[src/rtl/glcbb_pkg.sv]
// ----------------------------------------------------------------------------
// glcbb_pkg
// Types and constants of the glyph cache: request and response beats, and the
// command and status groups between the controller and the datapath.
// ----------------------------------------------------------------------------
package glcbb_pkg;

   localparam int BUDGET_W  = 29;
   localparam int BYTES_W   = 19;
   localparam int PAYLOAD_W = 59;
   localparam int KEY1_W    = 32;
   localparam int KEY2_W    = 42;
   localparam int OUTCNT_W  = 7;

   localparam logic [BUDGET_W-1:0] BUDGET_RESET = 29'h1000_0000;

   localparam logic OP_LOOKUP = 1'b0;
   localparam logic OP_ADD    = 1'b1;

   typedef struct packed {
      logic        op;
      logic [15:0] font_id;
      logic [15:0] glyph_id;
      logic [15:0] font_size;
      logic [15:0] dots_per_inch;
      logic [7:0]  weight;
      logic [1:0]  style;
      logic [11:0] pos_x;
      logic [11:0] pos_y;
      logic [7:0]  glyph_width;
      logic [7:0]  glyph_height;
      logic [18:0] data_bytes;
   } req_type;

   typedef struct packed {
      logic        found;
      logic [11:0] out_pos_x;
      logic [11:0] out_pos_y;
      logic [7:0]  out_width;
      logic [7:0]  out_height;
      logic [18:0] out_data_bytes;
      logic [6:0]  evicted_count;
      logic [28:0] bytes_in_use;
      logic [6:0]  entries_in_use;
   } rsp_type;

   typedef struct packed {
      logic accept;
      logic rd_victim;
      logic capture_old;
      logic touch;
      logic drop_sel;
      logic evict_inc;
      logic insert;
      logic respond;
   } cmd_type;

   typedef struct packed {
      logic op;
      logic found;
      logic need_evict;
   } status_type;

endpackage

[src/rtl/glcbb_ctrl.sv]
// ----------------------------------------------------------------------------
// glcbb_ctrl
// Sequencer of the glyph cache: match, read, drop, evict and insert steps.
// ----------------------------------------------------------------------------
module glcbb_ctrl (
   input  logic                  clock,
   input  logic                  reset,
   input  logic                  start,
   output logic                  busy,
   input  glcbb_pkg::status_type status,
   output glcbb_pkg::cmd_type    cmd
);

   typedef enum logic [2:0] {
      ST_IDLE, ST_MATCH, ST_READ, ST_DONE, ST_EVCHK, ST_EVRD, ST_INSERT
   } state_type;

   state_type state_ff, state_in;

   always_comb begin
      state_in = state_ff;
      cmd      = '0;
      case (state_ff)
         ST_IDLE: begin
            if (start) begin
               cmd.accept = 1'b1;
               state_in   = ST_MATCH;
            end
         end
         ST_MATCH: begin
            state_in = ST_READ;
         end
         ST_READ: begin
            cmd.capture_old = 1'b1;
            if (status.op == glcbb_pkg::OP_ADD) begin
               cmd.drop_sel = status.found;
               state_in     = ST_EVCHK;
            end else begin
               cmd.touch = status.found;
               state_in  = ST_DONE;
            end
         end
         ST_DONE: begin
            cmd.respond = 1'b1;
            state_in    = ST_IDLE;
         end
         ST_EVCHK: begin
            if (status.need_evict) begin
               cmd.rd_victim = 1'b1;
               state_in      = ST_EVRD;
            end else begin
               state_in = ST_INSERT;
            end
         end
         ST_EVRD: begin
            cmd.drop_sel  = 1'b1;
            cmd.evict_inc = 1'b1;
            state_in      = ST_EVCHK;
         end
         ST_INSERT: begin
            cmd.insert  = 1'b1;
            cmd.respond = 1'b1;
            state_in    = ST_IDLE;
         end
         default: begin
            state_in = ST_IDLE;
         end
      endcase
   end

   assign busy = (state_ff != ST_IDLE);

   always_ff @(posedge clock) begin
      if (reset) begin
         state_ff <= ST_IDLE;
      end else begin
         state_ff <= state_in;
      end
   end

endmodule

[config.mk]
export PLATFORM = sky130hd
export DESIGN_NAME = glcbb_ctrl
export DESIGN_NICKNAME = d
export VERILOG_FILES = /design/src/rtl/glcbb_pkg.sv /design/src/rtl/glcbb_ctrl.sv
export SDC_FILE = /design/constraint.sdc
export NUM_CORES = 1
export LEC_CHECK = 0
export ABC_AREA = 1
export BUFFER_PORTS_ARGS = -buffer_cell sky130_fd_sc_hd__buf_2
export CAP_MARGIN = 15
export CORE_AREA = 2 2 39 41
export CTS_CLUSTER_SIZE = 24
export DETAILED_ROUTE_END_ITERATION = 12
export DIE_AREA = 0 0 41 43
export HOLD_SLACK_MARGIN = 0.08
export MAX_ROUTING_LAYER = met4
export PLACE_DENSITY_LB_ADDON = 0.1
export SYNTH_ARGS = -nofsm -noshare
export SYNTH_HDL_FRONTEND = slang
export SYNTH_SLANG_ARGS = --single-unit
[constraint.sdc]
create_clock -name clock -period 2.8 [get_ports clock]
set_input_delay 0.56 -clock clock [delete_from_list [all_inputs] [get_ports clock]]
set_output_delay 0.56 -clock clock [all_outputs]
set_load 0.01 [all_outputs]
==> impl_metrics.ini, run 1 <==
[run_status]
run_status = completed

[clock_network]
clkSinkCount = 3
clockBufferDepth = 2
cts_root_buf = clkbuf_4
insertion_delay_ps = 230
path_clk_slew_ps = 40
cts_tree = yes
cts_buffers = 3
ctsHtreeMaxLevel = 1
holdBufCountCts = 0
cts_setup_buffers = 0
postCtsResizedCells = 0

[die]
fp-row-count = 14
die_y_um = 43
start_util = 0.188
io_pins = 15
die_w_um = 41
die_area_um2 = 1760
core_um2 = 1380

[yosys]
synth_warnings = 0
synthCells = 40
synth_nets = 46
synth_area_per_cell_um2 = 6.51
netlist_area_um2 = 260
ys_types = 15
synth-seq-cells = 3
seq_area_frac_synth = 0.231

[pwr]
power_density_nw_per_um2 = 577
comb_power_share = 0.322
clockPowerShare = 0.367
p_int_mw = 0.130
p_sw_mw = 0.0747
vdd_drop_max_v = 0.0000917
netSwitchingFraction = 0.365
seq_power_share = 0.310
p_leak_nw = 0.215

[final_layout]
drive_gt1_frac = 0.411
top_register = state_ff
largest_register_ffs = 3
diodes = 0
reg_top3 = state_ff (3)
final_cell_mix = buf_2, inv_1, nand3_1, nand2_1, nor2_1
utilization = 0.256
areaGrowthSynthToFinish_pct = 36.1
nFillCells = 173
nNetsFinal = 63
layout_commonest_cell = buf_2

[critical_path]
crit_path_end_kind = output pin
rr_startpoint = state_ff[2]
startpoint_type = register
reg2reg_slack_ps = 1750
worst-setup-path-type = register to output pin
path_max_fanout = 9
regToRegEndpoint = state_ff[1]
worstRegToRegCells = 5
cp_data_required_time_ps = 2240
cp.arrival_ps = 1220

[sta]
worstMarginPinSlew_ps = 407
rsz0062_at_grt = no
slew_headroom = 0.728
whs_ps = 526
hold_viol_final = 0
skew_ps = 2.70
drv_slew = 0
period_minus_slack_ps = 1780
setup_viol = 0
fin_tns_setup_ps = 0
max_freq_mhz = 561
timing.final.crit_share = 0.637

[routing]
ant_nets = 0
totalWireLength_um = 585
drcViolationCount = 0
via_per_inst = 3.83
vias = 276
wl_per_cell_um = 8.13
dr.pass1.iters = 2
first_iter_violations = 3

[placement]
io_buffer_count = 14
gp_congestion = 0.690
hpwl_um = 476

[grt]
grt_pass1_wl_um = 1060
grt_usage = 0.0924
antenna_found_initial = 0
grt_max_degree = 10
grt_pass1_vias = 272
gr-total-overflow = 0

[run]
maxCapViolCount = 0

[worst_hold_path]
hp-start = reset
whs_endpoint = state_ff[2]
holdCritPathClass = input port to register
min_path_cells = 2
## power by group through the flow
stage / combinational [mW] / sequential (mW) / clock [mW]
3_5_place_dp: 0.0669 / 0.0648 / 0
5_1_grt: 0.0766 / 0.0659 / 0.0857
3_3_place_gp: 0.0675 / 0.0654 / 0
4_1_cts: 0.0670 / 0.0642 / 0.0790
2_1_floorplan: 0.0618 / 0.0530 / 0
6_report: 0.0659 / 0.0635 / 0.0751
## cell type report
cell class | count | area [µm²] | share of cell area
well taps | 16 | 20.0 | 0.0565
flip-flops and latches | 3 | 60.1 | 0.170
clock buffers | 4 | 26.3 | 0.0742
repair buffers | 14 | 70.1 | 0.198
inverters | 10 | 37.5 | 0.106
multi-input cells | 25 | 140 | 0.396
## worst max-delay path, cell delays in order, from the launching register on
cell     delay, ps
dfxtp_1        420
nor3_4         250
nand2_2         90
o21ai_2        100
buf_2          130
## per-stage QoR
| step | instances | cell area [µm²] | setup WS, ps | power, mW |
|---|---|---|---|---|
| final | 72 | 354 | 1020 | 0.204 |
| after global routing | 72 | 354 | 917 | 0.228 |
| after CTS | 72 | 354 | 991 | 0.210 |
| after detailed placement | 68 | 328 | 1180 | 0.132 |
| after global placement | 68 | 328 | 1190 | 0.133 |
| after floorplan | 40 | 260 | 1340 | 0.115 |
## synth_stat cells, drive strengths merged
cell   count  share of area
o21ai      3          0.072
dfxtp      3           0.23
nor3       2          0.082
nand2      6          0.096
buf        2          0.087
a21oi      2          0.053
nand3      7           0.13
nor2       5           0.10
inv       10           0.14
## metal layers
| metal | vias up | wire (µm) | global-route usage |
|---|---|---|---|
| li1 | 155 | - | - |
| met1 | 116 | 249 | 0.125 |
| met2 | 5 | 309 | 0.113 |
| met3 | 0 | 26 | 0.0157 |
| met4 | 0 | 0 | 0.0800 |
| met5 | - | 0 | - |
## logic make-up (layout without fill, tap and decap cells)
logic type | count (synthesis) | after routing | synth area share
DFF | 3 | 3 | 0.231
AOI/OAI and AO/OA | 5 | 5 | 0.125
and+or+nand+nor | 20 | 20 | 0.413
buffers and inverters | 12 | 28 | 0.231
## worst max-delay path by stage
stage | from | endpoint | slack [ps] | cells past startpoint
6_report | state_ff[2] | cmd[3] | 1020 | 4
5_1_grt | state_ff[2] | cmd[1] | 920 | 3
4_1_cts | state_ff[2] | cmd[3] | 990 | 4
3_5_place_dp | status[2] | cmd[4] | 1180 | 5
3_3_place_gp | status[2] | cmd[4] | 1190 | 5
2_1_floorplan | state_ff[2] | cmd[3] | 1340 | 4
Power figures use the tool's default switching activity.
==> run 2, diff against run 1 <==
==> constraint.sdc (replaced) <==
create_clock -name clock -period 1.6 [get_ports clock]
set_input_delay 0.32 -clock clock [delete_from_list [all_inputs] [get_ports clock]]
set_output_delay 0.32 -clock clock [all_outputs]
set_load 0.01 [all_outputs]
==> run 2 against run 1 <==
Critical path depth up 1. Die area unchanged. Worst hold slack worse by 250 ps. Clock-buffer cell count unchanged. Register-to-register slack worse by 1100 ps. Critical path type unchanged. Largest cell class unchanged.
==> impl_metrics.ini, run 2 (same netlist as run 1, synthesis figures left out) <==
[sta]
hold_viol_final = 0
setup_slack_ps = 102
max_freq_mhz = 668
rsz0062_at_grt = no
drv_slew = 0
fin_tns_setup_ps = 0
worstMarginPinSlew_ps = 221
timing.final.crit_share = 0.936
skew_ps = 2.80
setup_viol = 0
slew_headroom = 0.853
period_minus_slack_ps = 1500

[clock_network]
cts_setup_buffers = 0
cts_buffers = 3
postCtsResizedCells = 0
holdBufCountCts = 0
path_clk_slew_ps = 40
clockBufferDepth = 2
cts_tree = yes
cts_root_buf = clkbuf_4
clkSinkCount = 3
ctsHtreeMaxLevel = 1
insertion_delay_ps = 230

[run_status]
run_status = completed

[routing]
vias = 271
via_per_inst = 3.76
totalWireLength_um = 566
dr.pass1.iters = 3
wl_per_cell_um = 7.86
drcViolationCount = 0
first_iter_violations = 1
ant_nets = 0

[pwr]
power_mw = 0.358
power_density_nw_per_um2 = 1010
p_int_mw = 0.229
comb_power_share = 0.315
p_sw_mw = 0.130
p_leak_nw = 0.215
netSwitchingFraction = 0.362
vdd_drop_max_v = 0.000191
seq_power_share = 0.314
clockPowerShare = 0.371

[final_layout]
final_cell_area_um2 = 357
ff_latch_area_um2 = 62.6
utilization = 0.258
top_register = state_ff
reg_top3 = state_ff (3)
largest_register_ffs = 3
multiInputGateArea_um2 = 140
drive_gt1_frac = 0.446
nNetsFinal = 63
diodes = 0
areaGrowthSynthToFinish_pct = 37.0
layout_commonest_cell = buf_2
nFillCells = 166
final_cell_mix = buf_2, inv_1, nand3_1, nand2_1, nor2_1

[die]
die_area_um2 = 1760
die_w_um = 41
fp-row-count = 14
core_um2 = 1380
die_y_um = 43
start_util = 0.188
io_pins = 15

[grt]
grt_pass1_vias = 252
grt_max_degree = 10
grt_usage = 0.0791
grt_pass1_wl_um = 897
antenna_found_initial = 0
gr-total-overflow = 0

[placement]
placed_area_um2 = 328
hpwl_um = 456
place_ws_ps = 305
gp_congestion = 0.634
io_buffer_count = 14

[worst_hold_path]
holdCritPathClass = input port to register

[critical_path]
reg2reg_slack_ps = 670
crit_path_end_kind = output pin
cp_data_required_time_ps = 1280
critPathBufInv = 2
slowest_delay_ps = 380
crit_family = flip-flops
path_max_fanout = 8
cp.arrival_ps = 1180
startpoint_type = register
worst-setup-path-type = register to output pin
cp_cell_sequence = inv_2 -> nor3_4 -> nand2_2 -> o21ai_2 -> buf_2
slowest_stage = dfxtp_1

[run]
maxCapViolCount = 0
==> run 2: power by group through the flow <==
stage	sequential (mW)	combinational, mW	clock [mW]
after global routing	0.116	0.128	0.144
after detailed placement	0.112	0.115	0
after CTS	0.111	0.115	0.141
after global placement	0.115	0.117	0
final	0.112	0.113	0.133
after floorplan	0.0927	0.108	0
==> run 2: final timing paths <==
path / startpoint / to / depth (start not counted)
worst max-delay path: state_ff[1] / cmd[3] / 5
worst min-delay path: reset / state_ff[2] / 2
worst max register to register: state_ff[1] / state_ff[0] / 5
worst min register to register: state_ff[2] / state_ff[2] / 2
==> run 2: per-stage QoR <==
step	hold WS (ps)	std cells
after floorplan	382	40
after global placement	534	68
after detailed placement	528	68
after CTS	278	72
after global routing	281	72
final	277	72
==> run 2: layer usage <==
layer | wire (µm) | share of wire | track usage | vias up
met4 | 0 | 0 | 0.0800 | 0
met2 | 294 | 0.52 | 0.116 | 5
met3 | 23 | 0.041 | 0.0157 | 0
li1 | - | - | - | 155
met1 | 248 | 0.44 | 0.0801 | 111
met5 | 0 | 0 | - | -
==> run 2: cell type report <==
cell class | instances | share of cell area
Sequential cell | 3 | 0.175
Clock buffer | 4 | 0.0737
Multi-Input combinational cell | 25 | 0.393
Timing Repair Buffer | 14 | 0.196
Tap cell | 16 | 0.0561
Inverter | 10 | 0.105
==> run 3, diff against run 2 <==
--- a/config.mk
+++ b/config.mk
@@ -8,6 +8,8 @@
 export ABC_AREA = 1
 export BUFFER_PORTS_ARGS = -buffer_cell sky130_fd_sc_hd__buf_2
 export CAP_MARGIN = 15
+export CELL_PAD_IN_SITES_DETAIL_PLACEMENT = 0
+export CELL_PAD_IN_SITES_GLOBAL_PLACEMENT = 1
 export CORE_AREA = 2 2 39 41
 export CTS_CLUSTER_SIZE = 24
 export DETAILED_ROUTE_END_ITERATION = 12
==> run 3 against run 2 <==
Fmax hardly changed. First-iteration DRC count increased to 3.0 times the previous value. Largest power group unchanged. Critical path depth decreased by 1. Register-to-register slack got worse by 90 ps. Cell area decreased by 0.35%. Clock power about the same. Wire length up 6.7%. Non-clock buffer count is the same. Clock-buffer cell count stayed put. Clock skew decreased by 2.7 ps. Via count grew 1.5%. Combinational power about the same.
==> impl_metrics.ini, run 3 (same netlist as run 1, synthesis figures left out) <==
[run_status]
run_status = completed

[placement]
io_buffer_count = 14
hpwl_um = 482
placed_cells = 68
gp_congestion = 0.701
place_ws_ps = 302
placed_area_um2 = 328

[pwr]
p_leak_nw = 0.215
vdd_drop_max_v = 0.000258
power_density_nw_per_um2 = 1010
power_mw = 0.359

[sta]
timing.final.crit_share = 0.937
drv_slew = 0
rsz0062_at_grt = no
hold_viol_final = 0
period_minus_slack_ps = 1500
fin_tns_setup_ps = 0
slew_headroom = 0.742
worstMarginPinSlew_ps = 387
skew_ps = 0.0803
setup_viol = 0
setup_slack_ps = 101
max_freq_mhz = 667

[critical_path]
cp_data_required_time_ps = 1280
critPathBufInv = 1
worstRegToRegCells = 5
path_max_fanout = 8
cp.arrival_ps = 1180
reg2reg_slack_ps = 580
slowest_stage = dfxtp_1
regToRegEndpoint = state_ff[1]
worst-setup-path-type = register to output pin
crit_family = flip-flops
cp_cell_sequence = nor3_4 -> nand2_2 -> o21ai_2 -> buf_2
rr_startpoint = state_ff[0]
crit_path_end_kind = output pin
startpoint_type = register
slowest_delay_ps = 410

[die]
core_um2 = 1380
start_util = 0.188
die_area_um2 = 1760
fp-row-count = 14
die_w_um = 41
die_y_um = 43
io_pins = 15

[worst_hold_path]
holdCritPathClass = input port to register
min_path_cells = 2
whs_endpoint = state_ff[2]
hp-start = reset

[final_layout]
final_cell_area_um2 = 355
layout_commonest_cell = buf_2
areaGrowthSynthToFinish_pct = 36.5
nNetsFinal = 63
instances_no_fill = 72
drive_gt1_frac = 0.429
top_register = state_ff
reg_top3 = state_ff (3)
final_cell_mix = buf_2, inv_1, nand3_1, nand2_1, nor2_1
largest_register_ffs = 3
diodes = 0

[grt]
grt_max_degree = 10
gr-total-overflow = 0
grt_usage = 0.0913
grt_pass1_vias = 271
antenna_found_initial = 0
grt_pass1_wl_um = 1020

[run]
maxCapViolCount = 0

[routing]
via_per_inst = 3.82
drcViolationCount = 0
vias = 275
totalWireLength_um = 604
wl_per_cell_um = 8.39
dr.pass1.iters = 2
first_iter_violations = 3
ant_nets = 0

[clock_network]
cts_setup_buffers = 0
path_clk_slew_ps = 40
cts_buffers = 3
clkSinkCount = 3
cts_tree = yes
clockBufferDepth = 2
ctsHtreeMaxLevel = 1
insertion_delay_ps = 230
cts_root_buf = clkbuf_4
run 3: changes by cell type in the layout (fill, tap and decap cells not counted):
cell	delta
dfxtp_2	-1
dfxtp_1	+1
run 3: worst max-delay path by stage:
stage / slack [ps] / endpoint / from / cells past startpoint
global route: 10 / cmd[3] / state_ff[1] / 5
global placement: 280 / cmd[3] / state_ff[2] / 4
CTS: 50 / cmd[3] / state_ff[2] / 4
floorplan: 380 / cmd[3] / state_ff[2] / 4
detailed placement: 300 / cmd[3] / state_ff[2] / 4
finish: 100 / cmd[3] / state_ff[0] / 4
run 3: layer usage:
layer  vias to the layer above  global-route usage  part of all wire
met2                         7               0.131              0.53
met3                         2              0.0157             0.036
met5                         -                   -                 0
li1                        153                   -                 -
met1                       113              0.0924              0.40
met4                         0               0.100             0.025
run 3: area by class of cell:
type / instances / area [µm²]
Sequential cell: 3 / 61.3
Tap cell: 16 / 20.0
Fill cell: 161 / 1030
Clock buffer: 4 / 26.3
Timing Repair Buffer: 14 / 70.1
Inverter: 10 / 37.5
Multi-Input combinational cell: 25 / 140
run 3: what timing repair did:
item	4_1_cts	5_1_grt
setup endpoints to repair	0	4
hold buffers	0	0
resized for setup	0	1
run 3: worst reg2reg max path: stages (launching register included):
cell and delay [ps]:
dfxtp_1 540, nor2_1 100, nand3_1 90, nand3_1 90, nand2_1 60, inv_1 30
run 3: per-stage QoR:
step / utilization / hold WS [ps]
5_1_grt: 0.257 / 255
3_3_place_gp: 0.237 / 510
3_5_place_dp: 0.237 / 513
6_report: 0.257 / 263
4_1_cts: 0.256 / 265
2_1_floorplan: - / 382
run 3: power breakdown:
group | internal [mW] | switching, mW
Combinational | 0.0478 | 0.0671
Sequential | 0.0864 | 0.0254
Clock | 0.0934 | 0.0391
Total | 0.228 | 0.132
